<file path="src/sv/dasd_pkg.sv">
// Shared types, constants, microcode and calendar tables for the date add/subtract block.
`default_nettype none
package dasd_pkg;

  localparam int YEAR_W     = 14;
  localparam int MONTH_W    = 4;
  localparam int DAY_W      = 5;
  localparam int CYC_W      = 9;
  localparam int YEAR_MAX   = 9999;
  localparam int YEAR_CYCLE = 400;
  localparam int CENTURY    = 100;
  localparam int MONTHS     = 12;
  localparam int FEB_DAYS   = 28;
  localparam int MOD_STEPS  = 5;
  localparam int CNT_W      = 3;
  localparam int UPC_W      = 3;

  localparam logic [2:0] OP_NOP    = 3'd0;
  localparam logic [2:0] OP_LOAD   = 3'd1;
  localparam logic [2:0] OP_INIT   = 3'd2;
  localparam logic [2:0] OP_MOD    = 3'd3;
  localparam logic [2:0] OP_BORROW = 3'd4;
  localparam logic [2:0] OP_CARRY  = 3'd5;
  localparam logic [2:0] OP_EMIT   = 3'd6;

  localparam logic [2:0] C_ALWAYS  = 3'd0;
  localparam logic [2:0] C_IN      = 3'd1;
  localparam logic [2:0] C_BAD     = 3'd2;
  localparam logic [2:0] C_CNT0    = 3'd3;
  localparam logic [2:0] C_DPOS    = 3'd4;
  localparam logic [2:0] C_DFIT    = 3'd5;
  localparam logic [2:0] C_OUTFREE = 3'd6;

  localparam logic [UPC_W-1:0] ST_IDLE   = 3'd0;
  localparam logic [UPC_W-1:0] ST_INIT   = 3'd1;
  localparam logic [UPC_W-1:0] ST_MOD    = 3'd2;
  localparam logic [UPC_W-1:0] ST_BORROW = 3'd3;
  localparam logic [UPC_W-1:0] ST_CARRY  = 3'd4;
  localparam logic [UPC_W-1:0] ST_EMIT   = 3'd5;

  typedef struct packed {
    logic [2:0]       op;
    logic [2:0]       cond;
    logic [UPC_W-1:0] target;
    logic             hold;
  } ctrl_word_t;

  typedef struct packed {
    logic in_valid;
    logic out_free;
    logic bad;
    logic cnt_zero;
    logic d_pos;
    logic d_fit;
  } flags_t;

  typedef struct packed {
    logic [YEAR_W-1:0]  year;
    logic [MONTH_W-1:0] month;
    logic [DAY_W-1:0]   day;
    logic               oor;
  } res_t;

  function automatic logic is_leap(input logic [CYC_W-1:0] ymod);
    return (ymod[1:0] == 2'd0) && (ymod != CYC_W'(CENTURY)) &&
           (ymod != CYC_W'(2 * CENTURY)) && (ymod != CYC_W'(3 * CENTURY));
  endfunction

  function automatic logic [DAY_W-1:0] month_days(input logic [MONTH_W-1:0] month,
                                                  input logic leap);
    logic [DAY_W-1:0] len;
    case (month)
      4'd2:                     len = DAY_W'(FEB_DAYS) + DAY_W'(leap);
      4'd4, 4'd6, 4'd9, 4'd11:  len = 5'd30;
      default:                  len = 5'd31;
    endcase
    return len;
  endfunction

  // op, cond, target, hold
  function automatic ctrl_word_t ucode(input logic [UPC_W-1:0] upc);
    ctrl_word_t w;
    unique case (upc)
      ST_IDLE:   w = '{OP_LOAD,   C_IN,      ST_INIT,   1'b1};
      ST_INIT:   w = '{OP_INIT,   C_BAD,     ST_EMIT,   1'b0};
      ST_MOD:    w = '{OP_MOD,    C_CNT0,    ST_BORROW, 1'b1};
      ST_BORROW: w = '{OP_BORROW, C_DPOS,    ST_CARRY,  1'b1};
      ST_CARRY:  w = '{OP_CARRY,  C_DFIT,    ST_EMIT,   1'b1};
      ST_EMIT:   w = '{OP_EMIT,   C_OUTFREE, ST_IDLE,   1'b1};
      default:   w = '{OP_NOP,    C_ALWAYS,  ST_IDLE,   1'b0};
    endcase
    return w;
  endfunction

endpackage
`default_nettype wire

</file>
<file path="src/sv/dasd_seq.sv">
// Microcode sequencer: step counter, control store and conditional branch.
`default_nettype none
module dasd_seq (
  input  wire                  clk,
  input  wire                  rst,
  input  dasd_pkg::flags_t     flags,
  output dasd_pkg::ctrl_word_t ctrl
);

  logic [dasd_pkg::UPC_W-1:0] upc, upc_next;
  logic                       take;

  assign ctrl = dasd_pkg::ucode(upc);

  always_comb begin
    case (ctrl.cond)
      dasd_pkg::C_ALWAYS:  take = 1'b1;
      dasd_pkg::C_IN:      take = flags.in_valid;
      dasd_pkg::C_BAD:     take = flags.bad;
      dasd_pkg::C_CNT0:    take = flags.cnt_zero;
      dasd_pkg::C_DPOS:    take = flags.d_pos;
      dasd_pkg::C_DFIT:    take = flags.d_fit;
      dasd_pkg::C_OUTFREE: take = flags.out_free;
      default:             take = 1'b1;
    endcase
    if (take) begin
      upc_next = ctrl.target;
    end else if (ctrl.hold) begin
      upc_next = upc;
    end else begin
      upc_next = upc + 1'b1;
    end
  end

  always_ff @(posedge clk) begin
    if (rst) begin
      upc <= dasd_pkg::ST_IDLE;
    end else begin
      upc <= upc_next;
    end
  end

endmodule
`default_nettype wire

</file>
<file path="src/sv/dasd_dp.sv">
// Datapath: date registers, year-cycle reduction and one-month normalize step.
`default_nettype none
module dasd_dp #(
  parameter int OFFSET_BITS = 16
) (
  input  wire                                 clk,
  input  wire                                 rst,
  input  dasd_pkg::ctrl_word_t                ctrl,
  input  wire                                 in_take,
  input  wire                                 mode,
  input  wire [dasd_pkg::YEAR_W-1:0]          start_year,
  input  wire [dasd_pkg::MONTH_W-1:0]         start_month,
  input  wire [dasd_pkg::DAY_W-1:0]           start_day,
  input  wire [OFFSET_BITS-1:0]               day_offset,
  output logic                                bad_flag,
  output logic                                cnt_zero,
  output logic                                d_pos,
  output logic                                d_fit,
  output dasd_pkg::res_t                      res
);

  localparam int DW  = OFFSET_BITS + 2;
  localparam int YW  = dasd_pkg::YEAR_W;
  localparam int MW  = dasd_pkg::MONTH_W;
  localparam int DYW = dasd_pkg::DAY_W;
  localparam int CW  = dasd_pkg::CYC_W;

  logic [YW-1:0]              y, y0, ymod;
  logic [MW-1:0]              m, m0;
  logic [DYW-1:0]             d0;
  logic signed [DW-1:0]       d;
  logic [dasd_pkg::CNT_W-1:0] cnt;
  logic                       bad;

  logic signed [DW-1:0] d_start, dim_b_ext, dim_c_ext;
  logic [YW-1:0]        mod_sub, ymod_dec, ymod_inc;
  logic [MW-1:0]        m_b;
  logic [DYW-1:0]       dim_b, dim_c;
  logic                 wrap_b;

  always_comb begin
    d_start = mode ? (DW'(start_day) - DW'(day_offset)) : (DW'(start_day) + DW'(day_offset));
    mod_sub  = YW'(dasd_pkg::YEAR_CYCLE) << cnt;
    ymod_dec = (ymod[CW-1:0] == '0) ? YW'(dasd_pkg::YEAR_CYCLE - 1) : ymod - 1'b1;
    ymod_inc = (ymod[CW-1:0] == CW'(dasd_pkg::YEAR_CYCLE - 1)) ? '0 : ymod + 1'b1;
    wrap_b   = (m == MW'(1));
    m_b      = wrap_b ? MW'(dasd_pkg::MONTHS) : m - 1'b1;
    dim_b    = dasd_pkg::month_days(m_b,
                 dasd_pkg::is_leap(wrap_b ? ymod_dec[CW-1:0] : ymod[CW-1:0]));
    dim_c    = dasd_pkg::month_days(m, dasd_pkg::is_leap(ymod[CW-1:0]));
    dim_b_ext = DW'(dim_b);
    dim_c_ext = DW'(dim_c);
  end

  always_ff @(posedge clk) begin
    if (rst) begin
      bad <= 1'b0;
      cnt <= '0;
    end else begin
      unique case (ctrl.op)
        dasd_pkg::OP_LOAD: begin
          if (in_take) begin
            y   <= start_year;
            m   <= start_month;
            y0  <= start_year;
            m0  <= start_month;
            d0  <= start_day;
            d   <= d_start;
            bad <= (start_year == '0) || (start_year > YW'(dasd_pkg::YEAR_MAX)) ||
                   (start_month == '0) || (start_month > MW'(dasd_pkg::MONTHS));
          end
        end
        dasd_pkg::OP_INIT: begin
          cnt  <= dasd_pkg::CNT_W'(dasd_pkg::MOD_STEPS - 1);
          ymod <= y;
        end
        dasd_pkg::OP_MOD: begin
          if (ymod >= mod_sub) begin
            ymod <= ymod - mod_sub;
          end
          cnt <= cnt - 1'b1;
        end
        dasd_pkg::OP_BORROW: begin
          if (!bad && d <= 0) begin
            if (wrap_b && y == YW'(1)) begin
              bad <= 1'b1;
            end else begin
              m <= m_b;
              d <= d + dim_b_ext;
              if (wrap_b) begin
                y    <= y - 1'b1;
                ymod <= ymod_dec;
              end
            end
          end
        end
        dasd_pkg::OP_CARRY: begin
          if (!bad && d > dim_c_ext) begin
            if (m == MW'(dasd_pkg::MONTHS)) begin
              if (y == YW'(dasd_pkg::YEAR_MAX)) begin
                bad <= 1'b1;
              end else begin
                d    <= d - dim_c_ext;
                m    <= MW'(1);
                y    <= y + 1'b1;
                ymod <= ymod_inc;
              end
            end else begin
              d <= d - dim_c_ext;
              m <= m + 1'b1;
            end
          end
        end
        default: begin
        end
      endcase
    end
  end

  assign bad_flag = bad;
  assign cnt_zero = (cnt == '0);
  assign d_pos    = bad || (d > 0);
  assign d_fit    = bad || (d <= dim_c_ext);

  always_comb begin
    res.oor   = bad;
    res.year  = bad ? y0 : y;
    res.month = bad ? m0 : m;
    res.day   = bad ? d0 : d[DYW-1:0];
  end

endmodule
`default_nettype wire

</file>
<file path="src/sv/date_add_subtract_days.sv">
// Top level: handshakes, result register and the sequencer/datapath pair.
`default_nettype none
// Gregorian date plus or minus a day count. One beat at a time: after a beat
// is taken, in_stall stays high until its result is loaded into the output
// register. A taken beat passes through the init step, the reduction of the
// year modulo 400 for the leap rule, the borrow loop, the carry loop and the
// emit step; the next beat can be taken once the sequencer is back in idle.
// The emit step waits until the output register is free. One month is
// normalized per cycle by the microcoded loop. A bad input date skips the
// reduction and the loop: it goes from the init step straight to emit.
// An input year outside 1..9999 or month outside 1..12, or a year leaving
// 1..9999, sets out_of_range and echoes the input.
// The result register frees the datapath, so the next beat can be taken
// while a result still waits on out_stall.
module date_add_subtract_days #(
  parameter int OFFSET_BITS = 16
) (
  input  wire                                 clk,
  input  wire                                 rst,
  input  wire                                 in_valid,
  output logic                                in_stall,
  input  wire                                 mode,
  input  wire [dasd_pkg::YEAR_W-1:0]          start_year,
  input  wire [dasd_pkg::MONTH_W-1:0]         start_month,
  input  wire [dasd_pkg::DAY_W-1:0]           start_day,
  input  wire [OFFSET_BITS-1:0]               day_offset,
  output logic                                out_valid,
  input  wire                                 out_stall,
  output logic [dasd_pkg::YEAR_W-1:0]         result_year,
  output logic [dasd_pkg::MONTH_W-1:0]        result_month,
  output logic [dasd_pkg::DAY_W-1:0]          result_day,
  output logic                                out_of_range
);

  dasd_pkg::ctrl_word_t ctrl;
  dasd_pkg::flags_t     flags;
  dasd_pkg::res_t       res;
  logic                 in_take, emit, out_free;
  logic                 bad_flag, cnt_zero, d_pos, d_fit;

  assign in_stall = rst || (ctrl.op != dasd_pkg::OP_LOAD);
  assign in_take  = in_valid && !in_stall;
  assign out_free = !out_valid || !out_stall;
  assign emit     = (ctrl.op == dasd_pkg::OP_EMIT) && out_free;

  always_comb begin
    flags.in_valid = in_valid;
    flags.out_free = out_free;
    flags.bad      = bad_flag;
    flags.cnt_zero = cnt_zero;
    flags.d_pos    = d_pos;
    flags.d_fit    = d_fit;
  end

  dasd_seq u_seq (
    .clk   (clk),
    .rst   (rst),
    .flags (flags),
    .ctrl  (ctrl)
  );

  dasd_dp #(
    .OFFSET_BITS (OFFSET_BITS)
  ) u_dp (
    .clk         (clk),
    .rst         (rst),
    .ctrl        (ctrl),
    .in_take     (in_take),
    .mode        (mode),
    .start_year  (start_year),
    .start_month (start_month),
    .start_day   (start_day),
    .day_offset  (day_offset),
    .bad_flag    (bad_flag),
    .cnt_zero    (cnt_zero),
    .d_pos       (d_pos),
    .d_fit       (d_fit),
    .res         (res)
  );

  always_ff @(posedge clk) begin
    if (rst) begin
      out_valid <= 1'b0;
    end else if (emit) begin
      out_valid <= 1'b1;
    end else if (!out_stall) begin
      out_valid <= 1'b0;
    end
  end

  always_ff @(posedge clk) begin
    if (emit) begin
      result_year  <= res.year;
      result_month <= res.month;
      result_day   <= res.day;
      out_of_range <= res.oor;
    end
  end

  a_busy_after_take: assert property (@(posedge clk) disable iff (rst)
    in_take |=> in_stall)
    else $error("block not busy after taking a beat");

  a_idle_after_emit: assert property (@(posedge clk) disable iff (rst)
    emit |=> !in_stall)
    else $error("block not ready after emitting a result");

  a_valid_from_emit: assert property (@(posedge clk) disable iff (rst)
    $rose(out_valid) |-> $past(emit))
    else $error("result appeared without an emit step");

  a_result_sane: assert property (@(posedge clk) disable iff (rst)
    (out_valid && !out_of_range) |->
      (result_month >= 4'd1 && result_month <= 4'd12 && result_day != 5'd0 &&
       result_year != '0 && result_year <= 14'd9999))
    else $error("normalized result date out of range");

endmodule
`default_nettype wire

</file>
<file path="config.mk">
export PLATFORM = sky130hd
export DESIGN_NAME = date_add_subtract_days
export DESIGN_NICKNAME = d
export VERILOG_FILES = /design/src/sv/dasd_pkg.sv /design/src/sv/dasd_seq.sv /design/src/sv/dasd_dp.sv /design/src/sv/date_add_subtract_days.sv
export SDC_FILE = /design/constraint.sdc
export NUM_CORES = 1
export LEC_CHECK = 0
export ABC_AREA = 1
export BUFFER_PORTS_ARGS = -buffer_cell sky130_fd_sc_hd__buf_2
export CORE_AREA = 2 2 129 131
export DETAILED_ROUTE_END_ITERATION = 8
export DIE_AREA = 0 0 131 133
export GPL_ROUTABILITY_DRIVEN = 0
export PLACE_DENSITY = 0.78
export SLEW_MARGIN = 20
export SYNTH_ARGS = -nofsm -noshare
export SYNTH_HDL_FRONTEND = slang
export SYNTH_HIERARCHICAL = 1
export SYNTH_SLANG_ARGS = --single-unit
</file>
<file path="constraint.sdc">
create_clock -name clk -period 5.1 [get_ports clk]
set_input_delay 0.255 -clock clk [delete_from_list [all_inputs] [get_ports clk]]
set_output_delay 0.255 -clock clk [all_outputs]
set_load 0.01 [all_outputs]
</file>
==> flow_metrics.env, run 1 <==
export IMPL_status="finished clean"
export IMPL_antenna_left=0
export IMPL_peakVddDrop_mv=0.245
export IMPL_synthCells=1325
export IMPL_fin_cells=1599
export IMPL_yosys_warnings=6
export IMPL_synth_nets=1426
export IMPL_grt_pass1_vias=8558
export IMPL_clk_path_buf_depth=2
export IMPL_cpMostUsedCell="nand2_1"
export IMPL_drc_errors=0
export IMPL_worst_setup_path_end_kind="flop"
export IMPL_syn_avg_cell_area_um2=7.09
export IMPL_place_inst=1583
export IMPL_post_cts_setup_buffers=0
export IMPL_setup_viol=0
export IMPL_die_x_um=131
export IMPL_wl_per_cell_um=15.7
export IMPL_cts_sinks=105
export IMPL_final_layout_size_suffix_gt1_frac=0.141
export IMPL_floorplan_initialDensity=0.581
export IMPL_tightest_slew_ps=1080
export IMPL_worstPathMaxFanout=14
export IMPL_io_pins=70
export IMPL_drt_wl_total_um=25100
export IMPL_p_per_area_mw_per_mm2=495
export IMPL_power_w=0.00506
export IMPL_antennaDiodeCount=0
export IMPL_synthToLayoutAreaGrowth_pct=8.73
export IMPL_required_ps=5230
export IMPL_post_route_util=0.631
export IMPL_startpoint_type="flop"
export IMPL_fin_crit_ps=3960
export IMPL_num_nets_final=1475
export IMPL_coreArea_mm2=0.0162
export IMPL_maxCapViolCount=0
export IMPL_relSlewSlack=0.282
export IMPL_synthesis_area_mm2=0.00939
export IMPL_h_tree_depth=3
export IMPL_detail_route_vias_per_cell=5.77
export IMPL_via_count=9228
export IMPL_dr_pass1_iters=6
export IMPL_cts_buffers=9
export IMPL_antenna_found_initial=0
export IMPL_cts_root_buf="clkbuf_16"
export IMPL_finalCritPeriodShare=0.776
export IMPL_crit_type="flop to flop"
export IMPL_cts_hold_buf=0
export IMPL_finalHoldViolations=0
export IMPL_cts_repair_resized=0
export IMPL_finalSetupTns_ps=0
export IMPL_slew_violations=0
export IMPL_grt_ovfl_total=0
export IMPL_die_area_mm2=0.0174
export IMPL_io_buffers=69
export IMPL_clkTransAtPathRegs_ps=90
export IMPL_crit_arrival_ps=4090
export IMPL_timing_fmax_mhz=253
export IMPL_finClkSkew_ps=13.6
export IMPL_track_usage=0.290
export IMPL_clock_latency_ps=370
export IMPL_grt_pass1_wl_um=40300
export IMPL_cts_tree="done"
export IMPL_fp_dieH_um=133
export IMPL_crit_path_max_incr_delay_ps=470
export IMPL_hpwl_um=18800
export IMPL_n_fill_cell=1454
export IMPL_rows=47
export IMPL_grt_setup_unrepaired="false"
export IMPL_slowest_stage="edfxtp_1"
export IMPL_leakagePower_nw=4.47
export IMPL_drtIter0Drc=938
export IMPL_hold_class="primary input to flop"
export IMPL_grt_max_degree=48
export IMPL_whs_ps=87.5
==> power breakdown <==
| part | internal, W | switching [W] |
|---|---|---|
| clock network | 0.000409 | 0.000380 |
| registers | 0.00125 | 0.000264 |
| logic | 0.000899 | 0.00186 |
| total | 0.00255 | 0.00250 |
==> stage by stage <==
step / area (µm²) / setup slack [ps]
2_1_floorplan: 9390 / 727
3_3_place_gp: 9870 / 1400
3_5_place_dp: 9870 / 1200
4_1_cts: 10200 / 1200
5_1_grt: 10200 / 750
6_report: 10200 / 1140
==> routing by layer <==
layer / global-route usage / share of wire
met1: 0.358 / 0.41
met3: 0.0352 / 0.065
met4: 0.142 / 0.039
met2: 0.496 / 0.49
met5: 0 / 0
==> flip-flops by register name, indices dropped and copies added, names as in the netlist <==
name and count:
out_of_range 1, out_valid 1, result_day 5, result_month 4, result_year 14, u_dp/bad_flag 1, u_dp/cnt 3, u_dp/d 18
u_dp/d0 5, u_dp/m 4, u_dp/m0 4, u_dp/y 14, u_dp/y0 14, u_dp/ymod 14, u_seq/upc 3
==> critical path: cells and delay by family, from the launching register on <==
kind            cells  cell delay [ps]
simple gates       17             1710
fa+ha+maj           3              830
buf+inv             5              570
flops               1              470
compound gates      2              150
==> cells in the final DEF, fill, tap and decap left out, types with 3 or more instances in the layout <==
master and n:
nand3_1 102, o31ai_1 4, dfxtp_1 8, inv_2 33
a22oi_1 3, a21oi_2 4, xor2_1 20, clkbuf_16 9
buf_4 8, nand2_1 327, nand3_2 8, inv_1 146
nor2_4 4, ha_1 53, nand3b_1 5, inv_8 3
buf_2 69, or2_2 5, nor3_1 21, a31oi_1 13
nor3_2 5, fa_1 4, a32oi_1 3, o211ai_1 4
nand4_1 33, o21ai_1 35, o21ai_0 81, nor2_1 122
nand2_2 14, o21bai_1 5, a21oi_1 67, nor2_2 17
nor4_1 4, edfxtp_1 97, o22ai_1 6
==> final timing paths <==
path	start	endpoint	slack [ps]	depth (start not counted)
worst max-delay path	u_dp/m[1]$_DFFE_PP_	u_dp/d[14]$_DFFE_PP_	1140	27
worst min-delay path	start_year[11]	u_dp/y0[11]$_DFFE_PP_	90	1
worst max register to register	u_dp/m[1]$_DFFE_PP_	u_dp/d[14]$_DFFE_PP_	1140	27
worst min register to register	out_valid$_SDFFE_PP0P_	out_valid$_SDFFE_PP0P_	530	2
==> layout make-up <==
class                   count  area, µm²  share of cell area
repair buffers             77        405              0.0397
clock inverters             7        113              0.0110
inverters                 180        676              0.0662
clock buffers               9        225              0.0221
well taps                 220        275              0.0270
flip-flops and latches    105       3070               0.301
multi-input cells        1001       5450               0.533
No activity file was read; power rests on OpenSTA's default activity.
==> run 2: changes to the inputs <==
--- a/config.mk
+++ b/config.mk
@@ -7,11 +7,11 @@
 export LEC_CHECK = 0
 export ABC_AREA = 1
 export BUFFER_PORTS_ARGS = -buffer_cell sky130_fd_sc_hd__buf_2
-export CORE_AREA = 2 2 129 131
+export CORE_AREA = 2 2 133 135
 export DETAILED_ROUTE_END_ITERATION = 8
-export DIE_AREA = 0 0 131 133
+export DIE_AREA = 0 0 135 137
 export GPL_ROUTABILITY_DRIVEN = 0
-export PLACE_DENSITY = 0.78
+export PLACE_DENSITY = 0.77
 export SLEW_MARGIN = 20
 export SYNTH_ARGS = -nofsm -noshare
 export SYNTH_HDL_FRONTEND = slang
==> constraint.sdc (replaced) <==
create_clock -name clk -period 3.6 [get_ports clk]
set_input_delay 0.18 -clock clk [delete_from_list [all_inputs] [get_ports clk]]
set_output_delay 0.18 -clock clk [all_outputs]
set_load 0.01 [all_outputs]
==> flow_metrics.env, run 2 (synthesis gave the netlist of run 1 again) <==
export IMPL_io_buffers=69
export IMPL_finClkSkew_ps=11.1
export IMPL_mostFrequentLayoutCells="nand2_1 (323), inv_1 (142), nor2_1 (120)"
export IMPL_leakagePower_nw=4.67
export IMPL_required_ps=3660
export IMPL_setup_viol=0
export IMPL_grt_pass1_wl_um=41200
export IMPL_grt_pass1_vias=8758
export IMPL_via_count=9489
export IMPL_h_tree_depth=3
export IMPL_crit_arrival_ps=3550
export IMPL_die_area_mm2=0.0185
export IMPL_r2r_start="u_dp/ymod[8]$_DFFE_PP_"
export IMPL_clk_path_buf_depth=2
export IMPL_antenna_found_initial=0
export IMPL_grt_setup_unrepaired="true"
export IMPL_cts_tree="done"
export IMPL_p_per_area_mw_per_mm2=697
export IMPL_track_usage=0.278
export IMPL_io_pins=70
export IMPL_post_route_util=0.624
export IMPL_final_layout_size_suffix_gt1_frac=0.180
export IMPL_antennaDiodeCount=0
export IMPL_detail_route_vias_per_cell=5.77
export IMPL_slew_violations=0
export IMPL_wl_per_cell_um=15.9
export IMPL_finalHoldViolations=0
export IMPL_drc_errors=0
export IMPL_antenna_left=0
export IMPL_drtIter0Drc=1124
export IMPL_fp_dieH_um=137
export IMPL_startpoint_type="flop"
export IMPL_status="finished clean"
export IMPL_fin_crit_ps=3490
export IMPL_hpwl_um=19200
export IMPL_slowest_stage="edfxtp_1"
export IMPL_coreArea_mm2=0.0171
export IMPL_die_x_um=135
export IMPL_timing_fmax_mhz=286
export IMPL_tightest_slew_ps=678
export IMPL_maxCapViolCount=0
export IMPL_final_setup_worst_slack_ps=108
export IMPL_clkTransAtPathRegs_ps=80
export IMPL_drt_wl_total_um=26100
export IMPL_grt_ovfl_total=0
export IMPL_worst_setup_path_end_kind="flop"
export IMPL_crit_type="flop to flop"
export IMPL_whs_ps=5.42
export IMPL_rows=48
export IMPL_place_ws_ps=-149
export IMPL_crit_path_max_incr_delay_ps=500
export IMPL_path_cells="buf_4 > buf_4 > a21oi_1 > nand4_1 > o311ai_4 > a21oi_2 > ha_2 > fa_2 > inv_1 > nand2_1 > nor2_2 > nor2_2 > nand2_2 > nand2_1 > nand2_2 > a21oi_4 > nor3_2 > nand2_1 > nor2_1 > buf_4"
export IMPL_hold_class="primary input to flop"
export IMPL_cts_sinks=105
export IMPL_peakVddDrop_mv=0.331
export IMPL_crit_family="simple AND/OR/NAND/NOR gates"
export IMPL_worstPathMaxFanout=7
export IMPL_grt_max_degree=50
export IMPL_regMostFlops="u_dp/d"
export IMPL_final_common_cell="nand2_1"
export IMPL_synthToLayoutAreaGrowth_pct=13.2
export IMPL_relSlewSlack=0.548
export IMPL_crit_start="u_dp/ymod[8]$_DFFE_PP_"
export IMPL_n_fill_cell=1546
export IMPL_clock_latency_ps=360
export IMPL_floorplan_initialDensity=0.551
export IMPL_largest_reg_flops=18
export IMPL_finalCritPeriodShare=0.970
export IMPL_cts_root_buf="clkbuf_16"
export IMPL_min_from="start_month[3]"
export IMPL_cts_buffers=9
export IMPL_num_nets_final=1516
export IMPL_critPathBufInv=4
export IMPL_dr_pass1_iters=9
==> run 2: worst paths after layout <==
check | to | slack (ps) | depth (start not counted)
setup / recovery | u_dp/ymod[9]$_DFFE_PP_ | 110 | 20
hold / removal | u_dp/m0[3]$_DFFE_PP_ | 5 | 1
setup reg to reg | u_dp/ymod[9]$_DFFE_PP_ | 110 | 20
hold reg to reg | u_dp/cnt[1]$_SDFFE_PP0P_ | 500 | 2
==> run 2: timing repair <==
item | CTS | global route
hold buffers | 0 | 0
endpoints found under the setup margin | 57 | 62
resized for setup | 6 | 26
setup buffers | 1 | 9
pin swaps | 0 | 7
==> run 2: cell type report <==
type / count / area (µm²) / share of cell area
Multi-Input combinational cell: 1001 / 5560 / 0.523
Clock inverter: 6 / 60.1 / 0.00565
Tap cell: 225 / 282 / 0.0265
Inverter: 180 / 678 / 0.0638
Timing Repair Buffer: 118 / 758 / 0.0713
Clock buffer: 9 / 225 / 0.0212
Sequential cell: 105 / 3070 / 0.289
==> run 2: per-stage QoR <==
stage / instance area (µm²) / total power [W] / instances / setup TNS [ps]
after detailed placement: 10200 / 0.00620 / 1620 / -3820
after CTS: 10500 / 0.00720 / 1636 / 0
after floorplan: 9420 / 0.00509 / 1325 / -23.6
after global placement: 10200 / 0.00608 / 1620 / -3270
after global routing: 10600 / 0.00794 / 1644 / -93.1
final: 10600 / 0.00741 / 1644 / 0
==> run 2: routing by layer <==
| metal | track usage | share of wire | routed length [µm] | vias up |
|---|---|---|---|---|
| li1 | - | - | - | 4625 |
| met1 | 0.339 | 0.41 | 10600 | 4341 |
| met2 | 0.483 | 0.48 | 12500 | 425 |
| met3 | 0.0330 | 0.065 | 1710 | 98 |
| met4 | 0.148 | 0.048 | 1250 | 0 |
| met5 | 0 | 0 | 0 | - |
==> run 2: power by group <==
group / internal [W] / switching, W
Sequential: 0.00176 / 0.000309
Combinational: 0.00152 / 0.00284
Clock: 0.000484 / 0.000486
Total: 0.00377 / 0.00364
==> run 2: worst register-to-register path, cell delays in order (launching register included) <==
cell,delay (ps)
edfxtp_1,500
buf_4,180
buf_4,140
a21oi_1,140
nand4_1,150
o311ai_4,140
a21oi_2,110
ha_2,200
fa_2,340
inv_1,80
nand2_1,90
nor2_2,170
nor2_2,60
nand2_2,70
nand2_1,60
nand2_2,80
a21oi_4,90
nor3_2,180
nand2_1,100
nor2_1,130
buf_4,200
==> run 3: changes to the inputs <==
--- a/config.mk
+++ b/config.mk
@@ -7,11 +7,11 @@
 export LEC_CHECK = 0
 export ABC_AREA = 1
 export BUFFER_PORTS_ARGS = -buffer_cell sky130_fd_sc_hd__buf_2
-export CORE_AREA = 2 2 133 135
+export CORE_AREA = 2 2 141 143
 export DETAILED_ROUTE_END_ITERATION = 8
-export DIE_AREA = 0 0 135 137
+export DIE_AREA = 0 0 143 145
 export GPL_ROUTABILITY_DRIVEN = 0
-export PLACE_DENSITY = 0.77
+export PLACE_DENSITY = 0.7
 export SLEW_MARGIN = 20
 export SYNTH_ARGS = -nofsm -noshare
 export SYNTH_HDL_FRONTEND = slang
==> flow_metrics.env, run 3 (synthesis gave the netlist of run 1 again) <==
export IMPL_drtIter0Drc=830
export IMPL_wl_met2_um=13100
export IMPL_crit_start="u_dp/ymod[6]$_DFFE_PP_"
export IMPL_critPathBufInv=6
export IMPL_timing_fmax_mhz=282
export IMPL_whs_ps=8.80
export IMPL_min_from="start_year[7]"
export IMPL_final_layout_size_suffix_gt1_frac=0.205
export IMPL_cts_buffers=9
export IMPL_final_common_cell="nand2_1"
export IMPL_grt_pass1_vias=8727
export IMPL_power_switching_w=0.00379
export IMPL_maxCapViolCount=0
export IMPL_grt_max_degree=48
export IMPL_track_usage=0.253
export IMPL_cts_tree="done"
export IMPL_cts_root_buf="clkbuf_16"
export IMPL_crit_type="flop to flop"
export IMPL_p_per_area_mw_per_mm2=702
export IMPL_detail_route_vias_per_cell=5.58
export IMPL_mostFrequentLayoutCells="nand2_1 (319), inv_1 (140), nor2_1 (118)"
export IMPL_clk_path_buf_depth=2
export IMPL_place_inst=1668
export IMPL_setup_viol=0
export IMPL_drc_errors=0
export IMPL_die_x_um=143
export IMPL_regMostFlops="u_dp/d"
export IMPL_p_int_w=0.00406
export IMPL_p_comb_frac=0.592
export IMPL_hold_class="primary input to flop"
export IMPL_dr_pass1_iters=6
export IMPL_grt_ovfl_total=0
export IMPL_status="finished clean"
export IMPL_peakVddDrop_mv=0.375
export IMPL_antenna_left=0
export IMPL_rows=51
export IMPL_tightest_slew_ps=642
export IMPL_relSlewSlack=0.569
export IMPL_hpwl_um=19600
export IMPL_fp_dieH_um=145
export IMPL_met3_length_um=1770
export IMPL_finalCritPeriodShare=0.984
export IMPL_worst_setup_path_end_kind="flop"
export IMPL_p_clk_frac=0.143
export IMPL_clock_latency_ps=370
export IMPL_cts_sinks=105
export IMPL_slew_violations=0
export IMPL_fin_cells=1721
export IMPL_antenna_found_initial=0
export IMPL_die_area_mm2=0.0207
export IMPL_largest_reg_flops=18
export IMPL_finalHoldViolations=0
export IMPL_cpMostUsedCell="buf_4"
export IMPL_wl_per_cell_um=15.8
export IMPL_floorplan_initialDensity=0.489
export IMPL_io_buffers=69
export IMPL_swShare=0.483
export IMPL_num_nets_final=1552
export IMPL_ff_latch_area_mm2=0.00307
export IMPL_grt_pass1_wl_um=42000
export IMPL_coreArea_mm2=0.0192
export IMPL_place_ws_ps=-93.2
export IMPL_path_cells="buf_4 > o21ai_0 > a21oi_1 > nand4_1 > o311ai_2 > buf_4 > a21oi_2 > ha_2 > fa_2 > inv_2 > nand2_4 > nor2_4 > nor2_2 > nand2_2 > nand2_2 > nand2_4 > a21oi_4 > buf_6 > nor4_4 > buf_4 > clkbuf_16"
export IMPL_synthToLayoutAreaGrowth_pct=18.9
export IMPL_crit_arrival_ps=3640
export IMPL_worstPathMaxFanout=7
export IMPL_grt_setup_unrepaired="true"
export IMPL_met1Wirelength_um=10900
export IMPL_via_count=9600
export IMPL_crit_family="buffers and inverters"
export IMPL_post_route_util=0.581
export IMPL_leakagePower_nw=4.90
export IMPL_r2r_start="u_dp/ymod[6]$_DFFE_PP_"
export IMPL_h_tree_depth=3
export IMPL_final_setup_worst_slack_ps=57.8
export IMPL_multi_input_area_mm2=0.00561
export IMPL_antennaDiodeCount=0
export IMPL_io_pins=70
export IMPL_top_layer="met4"
export IMPL_n_fill_cell=1742
export IMPL_rrSetupSlack_ps=60
export IMPL_seqPwrFrac=0.265
export IMPL_required_ps=3690
export IMPL_clkTransAtPathRegs_ps=90
export IMPL_fin_crit_ps=3540
export IMPL_finClkSkew_ps=16.4
export IMPL_crit_path_max_incr_delay_ps=520
export IMPL_startpoint_type="flop"
export IMPL_drt_wl_total_um=27200
export IMPL_slowest_stage="edfxtp_1"
export IMPL_power_w=0.00784
run 3: worst paths after layout:
path | to | depth (start not counted)
worst min register to register | u_dp/cnt[1]$_SDFFE_PP0P_ | 2
worst max-delay path | u_dp/y[1]$_DFFE_PP_ | 21
worst max register to register | u_dp/y[1]$_DFFE_PP_ | 21
worst min-delay path | u_dp/y0[7]$_DFFE_PP_ | 1
run 3: what timing repair did:
action,CTS,global route
gates cloned,0,2
gates resized for setup,3,52
setup buffers,0,32
setup endpoints to repair,56,63
hold buffers,3,0
pin swaps,0,18
hold endpoints to repair,3,0
run 3: power groups by stage:
stage | registers, W | clock network (W) | logic, W
4_1_cts | 0.00206 | 0.00113 | 0.00423
3_3_place_gp | 0.00208 | 0 | 0.00413
2_1_floorplan | 0.00198 | 0 | 0.00312
3_5_place_dp | 0.00209 | 0 | 0.00419
6_report | 0.00208 | 0.00112 | 0.00464
5_1_grt | 0.00210 | 0.00117 | 0.00514
run 3: through the flow:
| stage | setup TNS [ps] | instance area, µm² |
|---|---|---|
| 4_1_cts | 0 | 10700 |
| 3_3_place_gp | -878 | 10300 |
| 2_1_floorplan | -23.6 | 9420 |
| 5_1_grt | -793 | 11200 |
| 3_5_place_dp | -3050 | 10300 |
| 6_report | 0 | 11200 |
run 3: area by class of cell:
class,count,share of cell area
Multi-Input combinational cell,1001,0.503
Sequential cell,105,0.275
Timing Repair Buffer,154,0.0999
Inverter,180,0.0614
Tap cell,265,0.0297
Clock buffer,9,0.0202
Clock inverter,7,0.0110
run 3: worst register-to-register path, delay by kind of cell (launching register included):
family / cells / cell delay, ps
buffers and inverters: 6 / 910
and+or+nand+nor: 8 / 800
AOI/OAI and AO/OA: 5 / 450
adders and majority gates: 2 / 580
DFF: 1 / 520
run 3: metal layers:
layer	vias up	GRT usage
li1	4709	-
met1	4374	0.310
met2	421	0.426
met3	96	0.0347
met4	0	0.137
met5	-	0
